`config.mk`:
```
export PLATFORM = sky130hd
export DESIGN_NAME = dmm_mac
export DESIGN_NICKNAME = d
export VERILOG_FILES = /design/src/sv/dmm_pkg.sv /design/src/sv/dmm_mac.sv
export SDC_FILE = /design/constraint.sdc
export NUM_CORES = 1
export LEC_CHECK = 0
export BUFFER_PORTS_ARGS = -buffer_cell sky130_fd_sc_hd__buf_2
export CORE_AREA = 2 2 188 190
export CTS_BUF_LIST = sky130_fd_sc_hd__clkbuf_16
export DETAILED_ROUTE_END_ITERATION = 10
export DIE_AREA = 0 0 190 192
export PLACE_DENSITY = 0.73
export REMOVE_ABC_BUFFERS = 1
export SETUP_SLACK_MARGIN = 0.05
export SLEW_MARGIN = 15
export SYNTH_ARGS = -nofsm -noshare
export SYNTH_HDL_FRONTEND = slang
export SYNTH_SLANG_ARGS = --single-unit
```
`constraint.sdc`:
```
create_clock -name clk -period 13 [get_ports clk]
set_clock_uncertainty 0.15 [all_clocks]
set_input_delay 0.65 -clock clk [delete_from_list [all_inputs] [get_ports clk]]
set_output_delay 0.65 -clock clk [all_outputs]
set_load 0.1 [all_outputs]
```
`src/sv/dmm_pkg.sv`:
```
// Shared types and constants for the dense matrix multiply block.
// Used by dmm_mac and dense_matrix_multiply; depends on nothing else.

package dmm_pkg;

	// Fixed field widths of the ports.
	localparam int CMD_W     = 2;
	localparam int IDX_IN_W  = 4;
	localparam int ELEM_IN_W = 16;
	localparam int CFG_W     = 5;
	localparam int CFG_IDX_W = 2;
	localparam int OUT_W     = 40;
	localparam int COL_OUT_W = 4;

	// Accumulator width and saturation limits.
	localparam int ACC_W = 64;
	localparam logic signed [ACC_W-1:0] ACC_LIM     = 64'sh2000_0000_0000_0000;
	localparam logic signed [ACC_W-1:0] ACC_LIM_NEG = -64'sh2000_0000_0000_0000;
	localparam logic signed [ACC_W-1:0] OUT_MAX_ACC = 64'sh0000_007F_FFFF_FFFF;
	localparam logic signed [ACC_W-1:0] OUT_MIN_ACC = -64'sh0000_0080_0000_0000;

	// Reset value of every dimension register.
	localparam logic [CFG_W-1:0] DIM_RESET = 5'd16;

	// Command codes of an input transaction.
	typedef enum logic [CMD_W-1:0] {
		CMD_LOAD_LEFT  = 2'd0,
		CMD_LOAD_RIGHT = 2'd1,
		CMD_COMPUTE    = 2'd2
	} cmd_t;

	// Configuration register indexes.
	typedef enum logic [CFG_IDX_W-1:0] {
		CFG_X_ROWS = 2'd0,
		CFG_X_COLS = 2'd1,
		CFG_W_ROWS = 2'd2,
		CFG_W_COLS = 2'd3
	} cfg_reg_t;

	// Sequencer states.
	typedef enum logic [1:0] {
		ST_IDLE,
		ST_MAC,
		ST_DRAIN,
		ST_EMIT
	} state_t;

	// Control that travels with one operand pair into the MAC unit.
	typedef struct packed {
		logic valid;
		logic first;
	} mac_ctrl_t;

endpackage

```
`src/sv/dmm_mac.sv`:
```
// Shared multiply-accumulate unit: one registered multiplier and a saturating accumulator.
// Depends on dmm_pkg for the control struct and the saturation limits.

module dmm_mac #(
	parameter int ELEM_WIDTH = 16
) (
	input  logic                                clk,
	input  logic                                arst_n,
	input  dmm_pkg::mac_ctrl_t                  ctrl_s1,
	input  logic signed [ELEM_WIDTH-1:0]        a_s1,
	input  logic signed [ELEM_WIDTH-1:0]        b_s1,
	output logic                                busy,
	output logic signed [dmm_pkg::OUT_W-1:0]    result
);

	localparam int PROD_W = 2 * ELEM_WIDTH;

	dmm_pkg::mac_ctrl_t                   ctrl_s2;
	logic signed [PROD_W-1:0]             prod_s2;
	logic signed [dmm_pkg::ACC_W-1:0]     acc_q;
	logic signed [dmm_pkg::ACC_W-1:0]     acc_base;
	logic signed [dmm_pkg::ACC_W-1:0]     acc_sum;
	logic signed [dmm_pkg::ACC_W-1:0]     acc_next;

	// Control of the product stage.
	always_ff @(posedge clk or negedge arst_n) begin
		if (!arst_n) begin
			ctrl_s2 <= '0;
		end else begin
			ctrl_s2 <= ctrl_s1;
		end
	end

	// Registered multiplier.
	always_ff @(posedge clk) begin
		prod_s2 <= a_s1 * b_s1;
	end

	// The first term of a dot product starts from zero; the running sum saturates.
	always_comb begin
		acc_base = ctrl_s2.first ? '0 : acc_q;
		acc_sum  = acc_base + dmm_pkg::ACC_W'(prod_s2);
		if (acc_sum > dmm_pkg::ACC_LIM) begin
			acc_next = dmm_pkg::ACC_LIM;
		end else if (acc_sum < dmm_pkg::ACC_LIM_NEG) begin
			acc_next = dmm_pkg::ACC_LIM_NEG;
		end else begin
			acc_next = acc_sum;
		end
	end

	always_ff @(posedge clk) begin
		if (ctrl_s2.valid) begin
			acc_q <= acc_next;
		end
	end

	// Final value clamped to the output range.
	always_comb begin
		if (acc_q > dmm_pkg::OUT_MAX_ACC) begin
			result = dmm_pkg::OUT_W'(dmm_pkg::OUT_MAX_ACC);
		end else if (acc_q < dmm_pkg::OUT_MIN_ACC) begin
			result = dmm_pkg::OUT_W'(dmm_pkg::OUT_MIN_ACC);
		end else begin
			result = dmm_pkg::OUT_W'(acc_q);
		end
	end

	assign busy = ctrl_s2.valid;

endmodule
```
==> impl_metrics.tcl, run 1 <==
set metrics [dict create \
    outcome "complete, no violations" \
    cts_hold_buffers 1 \
    setup.worst_path.class "input pin to flop" \
    h-tree-depth 3 \
    achievable-frequency_ghz 0.136 \
    post_drt_wl_per_cell_um 20.0 \
    synthDominantCellAreaShare 0.273 \
    setup_violations 0 \
    postCtsSetupBuffers 0 \
    clock_sink_count 98 \
    design_area_um2 20200 \
    synth.distinct_cells 88 \
    type_of_element_capturing_the_critical_path "flop" \
    drt_pre_antenna_iters 6 \
    placer_congestion_estimate 0.960 \
    routed-via-count 16464 \
    antenna_found_initial 2 \
    ys.warnings.count 0 \
    hold_viol_final 0 \
    synth.cells.most_frequent "331 x sky130_fd_sc_hd__inv_1, 316 x sky130_fd_sc_hd__nand2_1, 263 x sky130_fd_sc_hd__fa_1" \
    postRouteAntennaNets 0 \
    async_flop_share 0.0204 \
    drt_wl_total_um 54800 \
    crit_arrival_ns 7.50 \
    worst_setup_sp_type "input pin" \
    timing.final.crit_period_ns 7.35 \
    core.rowCount 68 \
    grt_remaining_overflow 0 \
    floorplan.core_area_um2 34300 \
    clock_tree.buffer_depth 2 \
    nNetsFinal 2726 \
    post_route_cells_drive_above_1_share 0.0647 \
    r2r_setup_slk_ns 5.88 \
    drc_errors 0 \
    cts_inserted_buffers 9 \
    die_area_um2 36500 \
    fp.dieW_um 190 \
    clock-root-buffer "sky130_fd_sc_hd__clkbuf_16" \
    yosys-top-cells-area "sky130_fd_sc_hd__fa_1 27%, sky130_fd_sc_hd__edfxtp_1 10%, sky130_fd_sc_hd__ha_1 9.5%, sky130_fd_sc_hd__inv_1 6.4%, sky130_fd_sc_hd__nand2_1 6.1%" \
    via_count_of_the_first_global_routing_pass 16887 \
    timing_worst_slew_pin_value_ns 1.11 \
    grt_max_degree 65 \
    yosysMostFrequentCell "sky130_fd_sc_hd__inv_1" \
    fin_util 0.589 \
    grt_setup_unrepaired "no" \
    via_per_inst 6.00 \
    cap_violations 0 \
    min_path_type "input pin to flop" \
    synth_seq_cells 98 \
    post-synth-top-area-cell "sky130_fd_sc_hd__fa_1" \
    post_synthesis_sequential_area_ratio 0.135 \
    number_of_enable_flip_flop_cells_after_synthesis 64 \
    maxSlewViolCount 0 \
    hold_depth 1 \
    final.fill_count 3115 \
    mappedNetlistArea_um2 19300 \
    r2r_cells 15 \
    headroom_to_the_max_slew_limit 0.253 \
    start_util 0.563 \
    port_buffers 76 \
    tns_ns 0 \
    dpl.hpwl_um 44400 \
    area_growth_pct 4.65 \
    die_h_um 192 \
    post-route-period-util 0.565 \
    critPathRequiredTime_ns 13.15 \
    synth_cells 2291 \
    worstSkewPairLatency_ns 0.37 \
    syn_area_per_cell_um2 8.43 \
    cts_resized 0 \
    crit_fanout 16 \
    dr.first_iter.drc_count 1382 \
    ios 77 \
    grt_pass1_wl_um 89000 \
    ys.flop_type "sky130_fd_sc_hd__edfxtp_1" \
    grt_usage 0.313 \
    cts_tree "yes" \
    cts.clk_slew.worst_paths_ns 0.08 \
    detailed_place.area_um2 19900 \
]
-- cell families after synthesis --
| logic type | count (synthesis) | share of synthesized area |
|---|---|---|
| buf+inv | 436 | 0.0879 |
| mux | 16 | 0.00862 |
| compound gates | 407 | 0.146 |
| xor+xnor | 61 | 0.0277 |
| simple gates | 864 | 0.227 |
| fa+ha+maj | 409 | 0.367 |
| flops | 98 | 0.135 |
-- final cells by class --
cell class / instances / area, um^2 / share of cell area
inverters: 331 / 1240 / 0.0615
multi-input cells: 1757 / 15000 / 0.743
flip-flops and latches: 98 / 2620 / 0.129
clock buffers: 10 / 250 / 0.0124
repair buffers: 84 / 443 / 0.0219
diodes: 1 / 2.50 / 0.000124
clock inverters: 6 / 65.1 / 0.00322
well taps: 455 / 569 / 0.0282
-- critical path, stage by stage --
cell	delay, ns
sky130_fd_sc_hd__buf_2	0.21
sky130_fd_sc_hd__and2_1	0.21
sky130_fd_sc_hd__fa_1	0.53
sky130_fd_sc_hd__inv_1	0.05
sky130_fd_sc_hd__fa_1	0.56
sky130_fd_sc_hd__fa_1	0.45
sky130_fd_sc_hd__fa_1	0.50
sky130_fd_sc_hd__inv_1	0.05
sky130_fd_sc_hd__fa_1	0.53
sky130_fd_sc_hd__inv_1	0.06
sky130_fd_sc_hd__fa_1	0.52
sky130_fd_sc_hd__inv_1	0.04
sky130_fd_sc_hd__ha_1	0.32
sky130_fd_sc_hd__and3_1	0.23
sky130_fd_sc_hd__and3_1	0.19
sky130_fd_sc_hd__a2111oi_0	0.76
sky130_fd_sc_hd__o41ai_1	0.30
sky130_fd_sc_hd__nor3b_1	0.22
sky130_fd_sc_hd__o31a_1	0.30
sky130_fd_sc_hd__o21ai_0	0.30
sky130_fd_sc_hd__a21oi_1	0.15
sky130_fd_sc_hd__o22ai_1	0.21
sky130_fd_sc_hd__xnor2_1	0.14
-- final timing paths --
check                           start           to
min reg2reg                prod_s2[0]     acc_q[0]
min in group asynchronous      arst_n   ctrl_s2[0]
max                           a_s1[5]  prod_s2[31]
max reg2reg                ctrl_s2[0]    acc_q[30]
max in group asynchronous      arst_n         busy
min                        ctrl_s1[0]   ctrl_s2[0]
-- flip-flops by register name, indices dropped and copies added, names as in the netlist --
| register | cells |
|---|---|
| acc_q | 64 |
| ctrl_s2 | 1 |
| prod_s2 | 32 |
| busy | 1 |
-- cell usage in the layout, fill, tap and decap left out, drive strengths merged, types with 41 or more instances in the layout --
cell and n:
inv 335, nand2 316, fa 263, ha 146, and2 121, nor2 119, a21oi 110, nor2b 85
buf 83, o21ai 67, edfxtp 64, xnor2 46, a21o 44, nand4 41
-- metal layers --
metal	part of all wire	routed length (um)	global-route usage
met1	0.42	22800	0.401
met2	0.48	26400	0.538
met3	0.059	3230	0.0378
met4	0.043	2380	0.129
met5	0.00024	13	0
-- metrics by stage --
step	std cells	hold WS, ns	setup slack, ns
after floorplan	2186	0.204	6.41
after global placement	2724	0.284	5.34
after detailed placement	2724	0.287	5.31
after CTS	2741	0.229	5.67
after global routing	2741	0.230	5.10
final	2742	0.232	5.65
Power of run 1 is left out: the tool's default activity adds up to more than one toggle a clock period on the data nets, which glitch-free logic cannot reach.
==> inputs of run 2 (changes only) <==
Settings changed: ABC_AREA set to 1, CORE_AREA 2 2 188 190 to 2 2 192 194, DIE_AREA 0 0 190 192 to 0 0 194 196, PLACE_DENSITY 0.73 to 0.74.
Clock period 13 ns to 7.2 ns, I/O delays scaled along.
==> run 2 against run 1 <==
Flip-flop and latch count did not move. Hold slack worse by 0.081 ns. Clock-buffer cell count is 1 lower. Critical path depth up 3. Register-to-register slack worse by 3.8 ns. Design area grew 5.2%. Core utilization barely moved. Global-route usage hardly changed. Non-clock buffer count is 4 higher. Routed wire length rose by 5.5%. Worst setup slack got worse by 4.4 ns. Critical path type unchanged.
==> impl_metrics.tcl, run 2 <==
set metrics [dict create \
    crit_fanout 16 \
    grt_pass1_wl_um 92600 \
    post-route-period-util 0.820 \
    drc_errors 0 \
    post_synthesis_sequential_area_ratio 0.129 \
    final.fill_count 3518 \
    regToRegStartpoint "ctrl_s2[0]" \
    cts_tree "yes" \
    cap_violations 0 \
    cts_resized 0 \
    grt_max_degree 66 \
    cp-startpoint "a_s1[1]" \
    registers.top_by_ff_count "acc_q" \
    drt_pre_antenna_iters 5 \
    via_count_of_the_first_global_routing_pass 18067 \
    synth_cells 3055 \
    largestRegisters "acc_q x64, prod_s2 x32" \
    grt_setup_unrepaired "no" \
    dr.first_iter.drc_count 1172 \
    placer_congestion_estimate 1.03 \
    final_cell_mix "976 x sky130_fd_sc_hd__nand2_1, 843 x sky130_fd_sc_hd__inv_1, 263 x sky130_fd_sc_hd__nor2_1, 263 x sky130_fd_sc_hd__fa_1, 146 x sky130_fd_sc_hd__ha_1" \
    grt_usage 0.313 \
    clock_tree.buffer_depth 2 \
    timing_worst_slew_pin_value_ns 0.900 \
    ys.flop_type "sky130_fd_sc_hd__edfxtp_1" \
    die_h_um 196 \
    achievable-frequency_ghz 0.169 \
    fp.dieW_um 194 \
    critPathRequiredTime_ns 7.34 \
    detailed_place.area_um2 20900 \
    port_buffers 76 \
    dpl.hpwl_um 49700 \
    timing.final.crit_period_ns 5.91 \
    tns_ns 0 \
    antenna_found_initial 1 \
    routed-via-count 18072 \
    ys.warnings.count 0 \
    setup_violations 0 \
    die_area_um2 38000 \
    postRouteAntennaNets 0 \
    worstSkewPairLatency_ns 0.38 \
    h-tree-depth 3 \
    yosys-top-cells-area "sky130_fd_sc_hd__fa_1 26%, sky130_fd_sc_hd__nand2_1 18%, sky130_fd_sc_hd__inv_1 16%, sky130_fd_sc_hd__edfxtp_1 9.5%, sky130_fd_sc_hd__ha_1 9.0%" \
    floorplan.core_area_um2 36100 \
    headroom_to_the_max_slew_limit 0.400 \
    synth.cells.most_frequent "976 x sky130_fd_sc_hd__nand2_1, 843 x sky130_fd_sc_hd__inv_1, 263 x sky130_fd_sc_hd__fa_1, 263 x sky130_fd_sc_hd__nor2_1, 146 x sky130_fd_sc_hd__ha_1" \
    start_util 0.560 \
    synth.distinct_cells 39 \
    post_route_cells_drive_above_1_share 0.0442 \
    synthDominantCellAreaShare 0.260 \
    hold_viol_final 0 \
    ios 77 \
    grt_remaining_overflow 0 \
    outcome "complete, no violations" \
    crit_arrival_ns 6.04 \
    cts.clk_slew.worst_paths_ns 0.07 \
    synth_seq_cells 98 \
    yosysMostFrequentCell "sky130_fd_sc_hd__nand2_1" \
    clock_sink_count 98 \
    design_area_um2 21300 \
    mostFrequentLayoutCell "sky130_fd_sc_hd__nand2_1" \
    mappedNetlistArea_um2 20200 \
    n_antenna_cell 0 \
    worst_setup_sp_type "input pin" \
    cts_inserted_buffers 9 \
    largest_reg_flops 64 \
    syn_area_per_cell_um2 6.62 \
    async_flop_share 0.0204 \
    drt_wl_total_um 57800 \
    area_growth_pct 5.16 \
    setup.worst_path.class "input pin to flop" \
    maxSlewViolCount 0 \
    post-synth-top-area-cell "sky130_fd_sc_hd__fa_1" \
    post_drt_wl_per_cell_um 16.3 \
    nNetsFinal 3520 \
    min_path_type "input pin to async pin" \
    type_of_element_capturing_the_critical_path "flop" \
    clock-root-buffer "sky130_fd_sc_hd__clkbuf_16" \
    number_of_enable_flip_flop_cells_after_synthesis 64 \
    via_per_inst 5.09 \
    core.rowCount 70 \
]
==> run 2: cell types whose count changed after synthesis, sizes merged, moves of 20 or more <==
| cell | previous run | this run |
|---|---|---|
| inv | 331 | 843 |
| nand3 | 32 | 63 |
| o211ai | 22 | 1 |
| a21o | 44 | 3 |
| a21oi | 110 | 79 |
| a211oi | 20 | 0 |
| nor3 | 39 | 15 |
| buf | 34 | 10 |
| nor2 | 119 | 274 |
| nand2 | 316 | 986 |
| and2 | 121 | 3 |
| nor2b | 85 | 0 |
==> run 2: kinds of logic (layout without fill, tap and decap cells) <==
family          Yosys count  count (layout)  share of synthesized area
compound gates          159             159                     0.0415
xor+xnor                 60              60                     0.0260
fa+ha+maj               409             409                      0.351
buf+inv                 922             947                      0.173
flops                    98              98                      0.129
simple gates           1407            1407                      0.279
==> run 2: metrics by stage <==
stage / worst slack, ns / hold WS [ns] / util / cells
3_5_place_dp: 0.937 / 0.00297 / 0.580 / 3529
5_1_grt: 0.889 / 0.164 / 0.589 / 3548
3_3_place_gp: 1.04 / -0.00636 / 0.580 / 3529
4_1_cts: 1.32 / 0.143 / 0.589 / 3548
2_1_floorplan: 1.11 / -0.0856 / - / 2976
6_report: 1.29 / 0.151 / 0.589 / 3548
==> run 2: cell type report <==
cell class	count	area (um^2)	area share
Clock buffer	9	225	0.0106
Clock inverter	7	78.8	0.00371
Timing Repair Buffer	88	478	0.0225
Sequential cell	98	2620	0.123
Inverter	843	3160	0.149
Tap cell	468	586	0.0275
Multi-Input combinational cell	2035	14100	0.664
==> run 2: path summary, 6_finish.rpt <==
path,slack (ns),cells past startpoint,endpoint
worst max register to register,2.04,20,acc_q[6]
worst max-delay path,1.29,26,prod_s2[25]
worst min register to register,0.57,3,acc_q[0]
worst min-delay path,0.15,2,busy
max in group asynchronous,6.64,2,ctrl_s2[0]
min in group clk,0.26,3,prod_s2[0]
==> run 2: critical path: stages <==
cell and delay (ns):
sky130_fd_sc_hd__buf_2 0.22, sky130_fd_sc_hd__nand2_1 0.10, sky130_fd_sc_hd__inv_1 0.06, sky130_fd_sc_hd__fa_1 0.53
sky130_fd_sc_hd__inv_1 0.05, sky130_fd_sc_hd__fa_1 0.53, sky130_fd_sc_hd__inv_1 0.04, sky130_fd_sc_hd__ha_1 0.20
sky130_fd_sc_hd__fa_1 0.54, sky130_fd_sc_hd__inv_1 0.06, sky130_fd_sc_hd__fa_1 0.46, sky130_fd_sc_hd__fa_1 0.54
sky130_fd_sc_hd__inv_1 0.04, sky130_fd_sc_hd__ha_1 0.34, sky130_fd_sc_hd__nand2_1 0.07, sky130_fd_sc_hd__inv_1 0.05
sky130_fd_sc_hd__a21oi_1 0.10, sky130_fd_sc_hd__o21ai_1 0.20, sky130_fd_sc_hd__a21boi_0 0.13, sky130_fd_sc_hd__buf_4 0.18
sky130_fd_sc_hd__o21ai_1 0.37, sky130_fd_sc_hd__a21oi_1 0.20, sky130_fd_sc_hd__o21bai_1 0.29, sky130_fd_sc_hd__nand2_1 0.08
sky130_fd_sc_hd__nand2_1 0.10, sky130_fd_sc_hd__xor2_1 0.19
==> run 2: routing by layer <==
metal	track usage	vias to the layer above	part of all wire
li1	-	8893	-
met1	0.403	8525	0.43
met2	0.553	554	0.48
met3	0.0206	100	0.051
met4	0.120	0	0.039
met5	0	-	0
==> run 2: repair_timing <==
action / CTS / global route
buffers inserted: 0 / 0
endpoints found under the hold margin: 4 / 0
hold buffers: 3 / 0
Power of run 2 is left out for the same reason.
==> inputs of run 3 (changes only) <==
Settings changed: ABC_AREA 1 to 0, CORE_AREA 2 2 192 194 to 2 2 188 190, DIE_AREA 0 0 194 196 to 0 0 190 192, PLACE_DENSITY 0.74 to 0.73.
Clock period 7.2 ns to 6 ns, I/O delays scaled along.
==> run 3 against run 2 <==
Flip-flop and latch count is the same. Register-to-register slack got worse by 1.7 ns. Via count fell by 5.8%. Worst setup slack lost 1.2 ns. Clock-buffer cell count unchanged. Die area is 4.1% lower. Routed wire length shrank 3.4%. Final cell count shrank 18%. Design area grew 1.7%. Non-clock buffer count up 148. Largest cell class unchanged.
==> impl_metrics.tcl, run 3 (synthesized netlist as in run 1, its figures left out) <==
set metrics [dict create \
    postRouteAntennaNets 0 \
    drt_wl_total_um 55900 \
    port_buffers 76 \
    min_path_type "input pin to async pin" \
    headroom_to_the_max_slew_limit 0.265 \
    tns_ns 0 \
    worst_setup_sp_type "input pin" \
    grt_remaining_overflow 0 \
    grt_max_degree 54 \
    r2r_cells 17 \
    dr.first_iter.drc_count 1151 \
    grt_use_met1 0.387 \
    registers.top_by_ff_count "acc_q" \
    r2r_setup_slk_ns 0.36 \
    post_drt_wl_per_cell_um 19.3 \
    grt_util_met2 0.564 \
    worstSkewPairLatency_ns 0.37 \
    drc_errors 0 \
    largest_reg_flops 64 \
    crit_fanout 4 \
    regToRegEndpoint "acc_q[21]" \
    placer_congestion_estimate 0.980 \
    floorplan.core_area_um2 34300 \
    cts_inserted_buffers 9 \
    setup_violations 0 \
    cts_tree "yes" \
    critPathRequiredTime_ns 6.10 \
    path_common_cell "sky130_fd_sc_hd__fa_1" \
    crit_path_cell_trace "buf_4 > and2_4 > fa_1 > inv_2 > fa_1 > fa_1 > fa_1 > inv_1 > fa_1 > inv_2 > fa_1 > inv_2 > ha_4 > and3_4 > and3_4 > a2111oi_4 > o41ai_4 > nor3b_4 > o31a_1 > o21ai_2 > a21oi_2 > o22ai_2 > xnor2_1" \
    post_route_cells_drive_above_1_share 0.143 \
    grt_usage 0.314 \
    cap_violations 0 \
    grt_setup_unrepaired "yes" \
    crit_arrival_ns 6.03 \
    ios 77 \
    dpl.cell_count 2864 \
    maxSlewViolCount 0 \
    final.fill_count 2981 \
    die_h_um 192 \
    critical_path_s_slowest_cell "sky130_fd_sc_hd__fa_1" \
    finish.cell_count_without_fillers 2893 \
    post-route-period-util 0.987 \
    cts.clk_slew.worst_paths_ns 0.07 \
    grt-busiest-layer "met2" \
    achievable-frequency_ghz 0.169 \
    h-tree-depth 3 \
    type_of_element_capturing_the_critical_path "flop" \
    largestRegisters "acc_q x64, prod_s2 x32" \
    nNetsFinal 2878 \
    timing_worst_slew_pin_value_ns 1.10 \
    die_area_um2 36500 \
    regToRegStartpoint "ctrl_s2[0]" \
    mostFrequentLayoutCell "sky130_fd_sc_hd__inv_1" \
    fp.dieW_um 190 \
    hold_viol_final 0 \
    fin_util 0.631 \
    via_per_inst 5.89 \
    routed-via-count 17032 \
    area_growth_pct 12.0 \
    n_antenna_cell 0 \
    timing.final.crit_period_ns 5.92 \
    start_util 0.563 \
    use_met3 0.0402 \
    dpl.hpwl_um 46400 \
    setup.worst_path.class "input pin to flop" \
    via_count_of_the_first_global_routing_pass 17423 \
    drt_pre_antenna_iters 5 \
    grt_pass1_wl_um 90300 \
    core.rowCount 68 \
    clock_sink_count 98 \
    timing.critical_path.slowest_cell_delay_ns 0.57 \
    outcome "complete, no violations" \
    final_cell_mix "324 x sky130_fd_sc_hd__inv_1, 316 x sky130_fd_sc_hd__nand2_1, 257 x sky130_fd_sc_hd__fa_1, 150 x sky130_fd_sc_hd__buf_4, 137 x sky130_fd_sc_hd__ha_1" \
    clock-root-buffer "sky130_fd_sc_hd__clkbuf_16" \
    clock_tree.buffer_depth 2 \
    antenna_found_initial 1 \
]
run 3: changes by cell type in the layout (fill, tap and decap cells not counted), moves of 17 or more:
cell	previous run	this run
sky130_fd_sc_hd__nor2_1	263	118
sky130_fd_sc_hd__nor2b_1	0	84
sky130_fd_sc_hd__and2_1	3	112
sky130_fd_sc_hd__o211ai_1	1	21
sky130_fd_sc_hd__nand3_1	62	32
sky130_fd_sc_hd__buf_4	9	150
sky130_fd_sc_hd__nor3_1	14	31
sky130_fd_sc_hd__a21oi_1	79	103
sky130_fd_sc_hd__a21o_1	3	44
sky130_fd_sc_hd__nand2_1	976	316
sky130_fd_sc_hd__inv_1	843	324
run 3: layout make-up:
class,instances,area [um^2],share of cell area
Multi-Input combinational cell,1757,15300,0.706
Clock inverter,7,52.6,0.00243
Inverter,331,1240,0.0575
Sequential cell,98,2620,0.121
Clock buffer,9,225,0.0104
Timing Repair Buffer,236,1650,0.0761
Tap cell,455,569,0.0263
run 3: layer usage:
layer / share of wire / vias up / wire length (um)
met5: 0.00020 / - / 11
met1: 0.41 / 8447 / 23000
li1: - / 7901 / -
met3: 0.050 / 128 / 2820
met2: 0.50 / 554 / 28100
met4: 0.034 / 2 / 1920
run 3: repair_timing:
| action | 4_1_cts | 5_1_grt |
|---|---|---|
| setup buffers | 6 | 6 |
| gates resized for setup | 27 | 50 |
| hold buffers | 3 | 0 |
| pin swaps | 22 | 42 |
| endpoints found under the setup margin | 5 | 40 |
| hold endpoints to repair | 4 | 0 |
run 3: worst max path at each step:
stage,from,endpoint,cells after the start
3_3_place_gp,b_s1[6],prod_s2[31],25
5_1_grt,a_s1[7],prod_s2[31],23
2_1_floorplan,b_s1[6],prod_s2[31],22
3_5_place_dp,b_s1[6],prod_s2[31],25
6_report,b_s1[4],prod_s2[31],23
4_1_cts,a_s1[5],prod_s2[31],24
run 3: worst max-delay path: cells and delay by family:
family	cells	cell delay, ns
AO/OA/AOI/OAI	6	1.10
AND/OR/NAND/NOR	4	0.81
buffers and inverters	5	0.32
XOR/XNOR	1	0.12
adder cells (fa/ha/maj)	7	3.37
run 3: stage by stage:
step,worst slack (ns),instance area [um^2],hold slack (ns)
5_1_grt,-0.114,21600,0.113
4_1_cts,0.0547,21400,0.0810
3_5_place_dp,-0.814,20900,-0.0623
2_1_floorplan,-0.238,18900,-0.146
3_3_place_gp,-0.775,20900,-0.0648
6_report,0.0776,21600,0.0995
Power of run 3 is left out for the same reason.
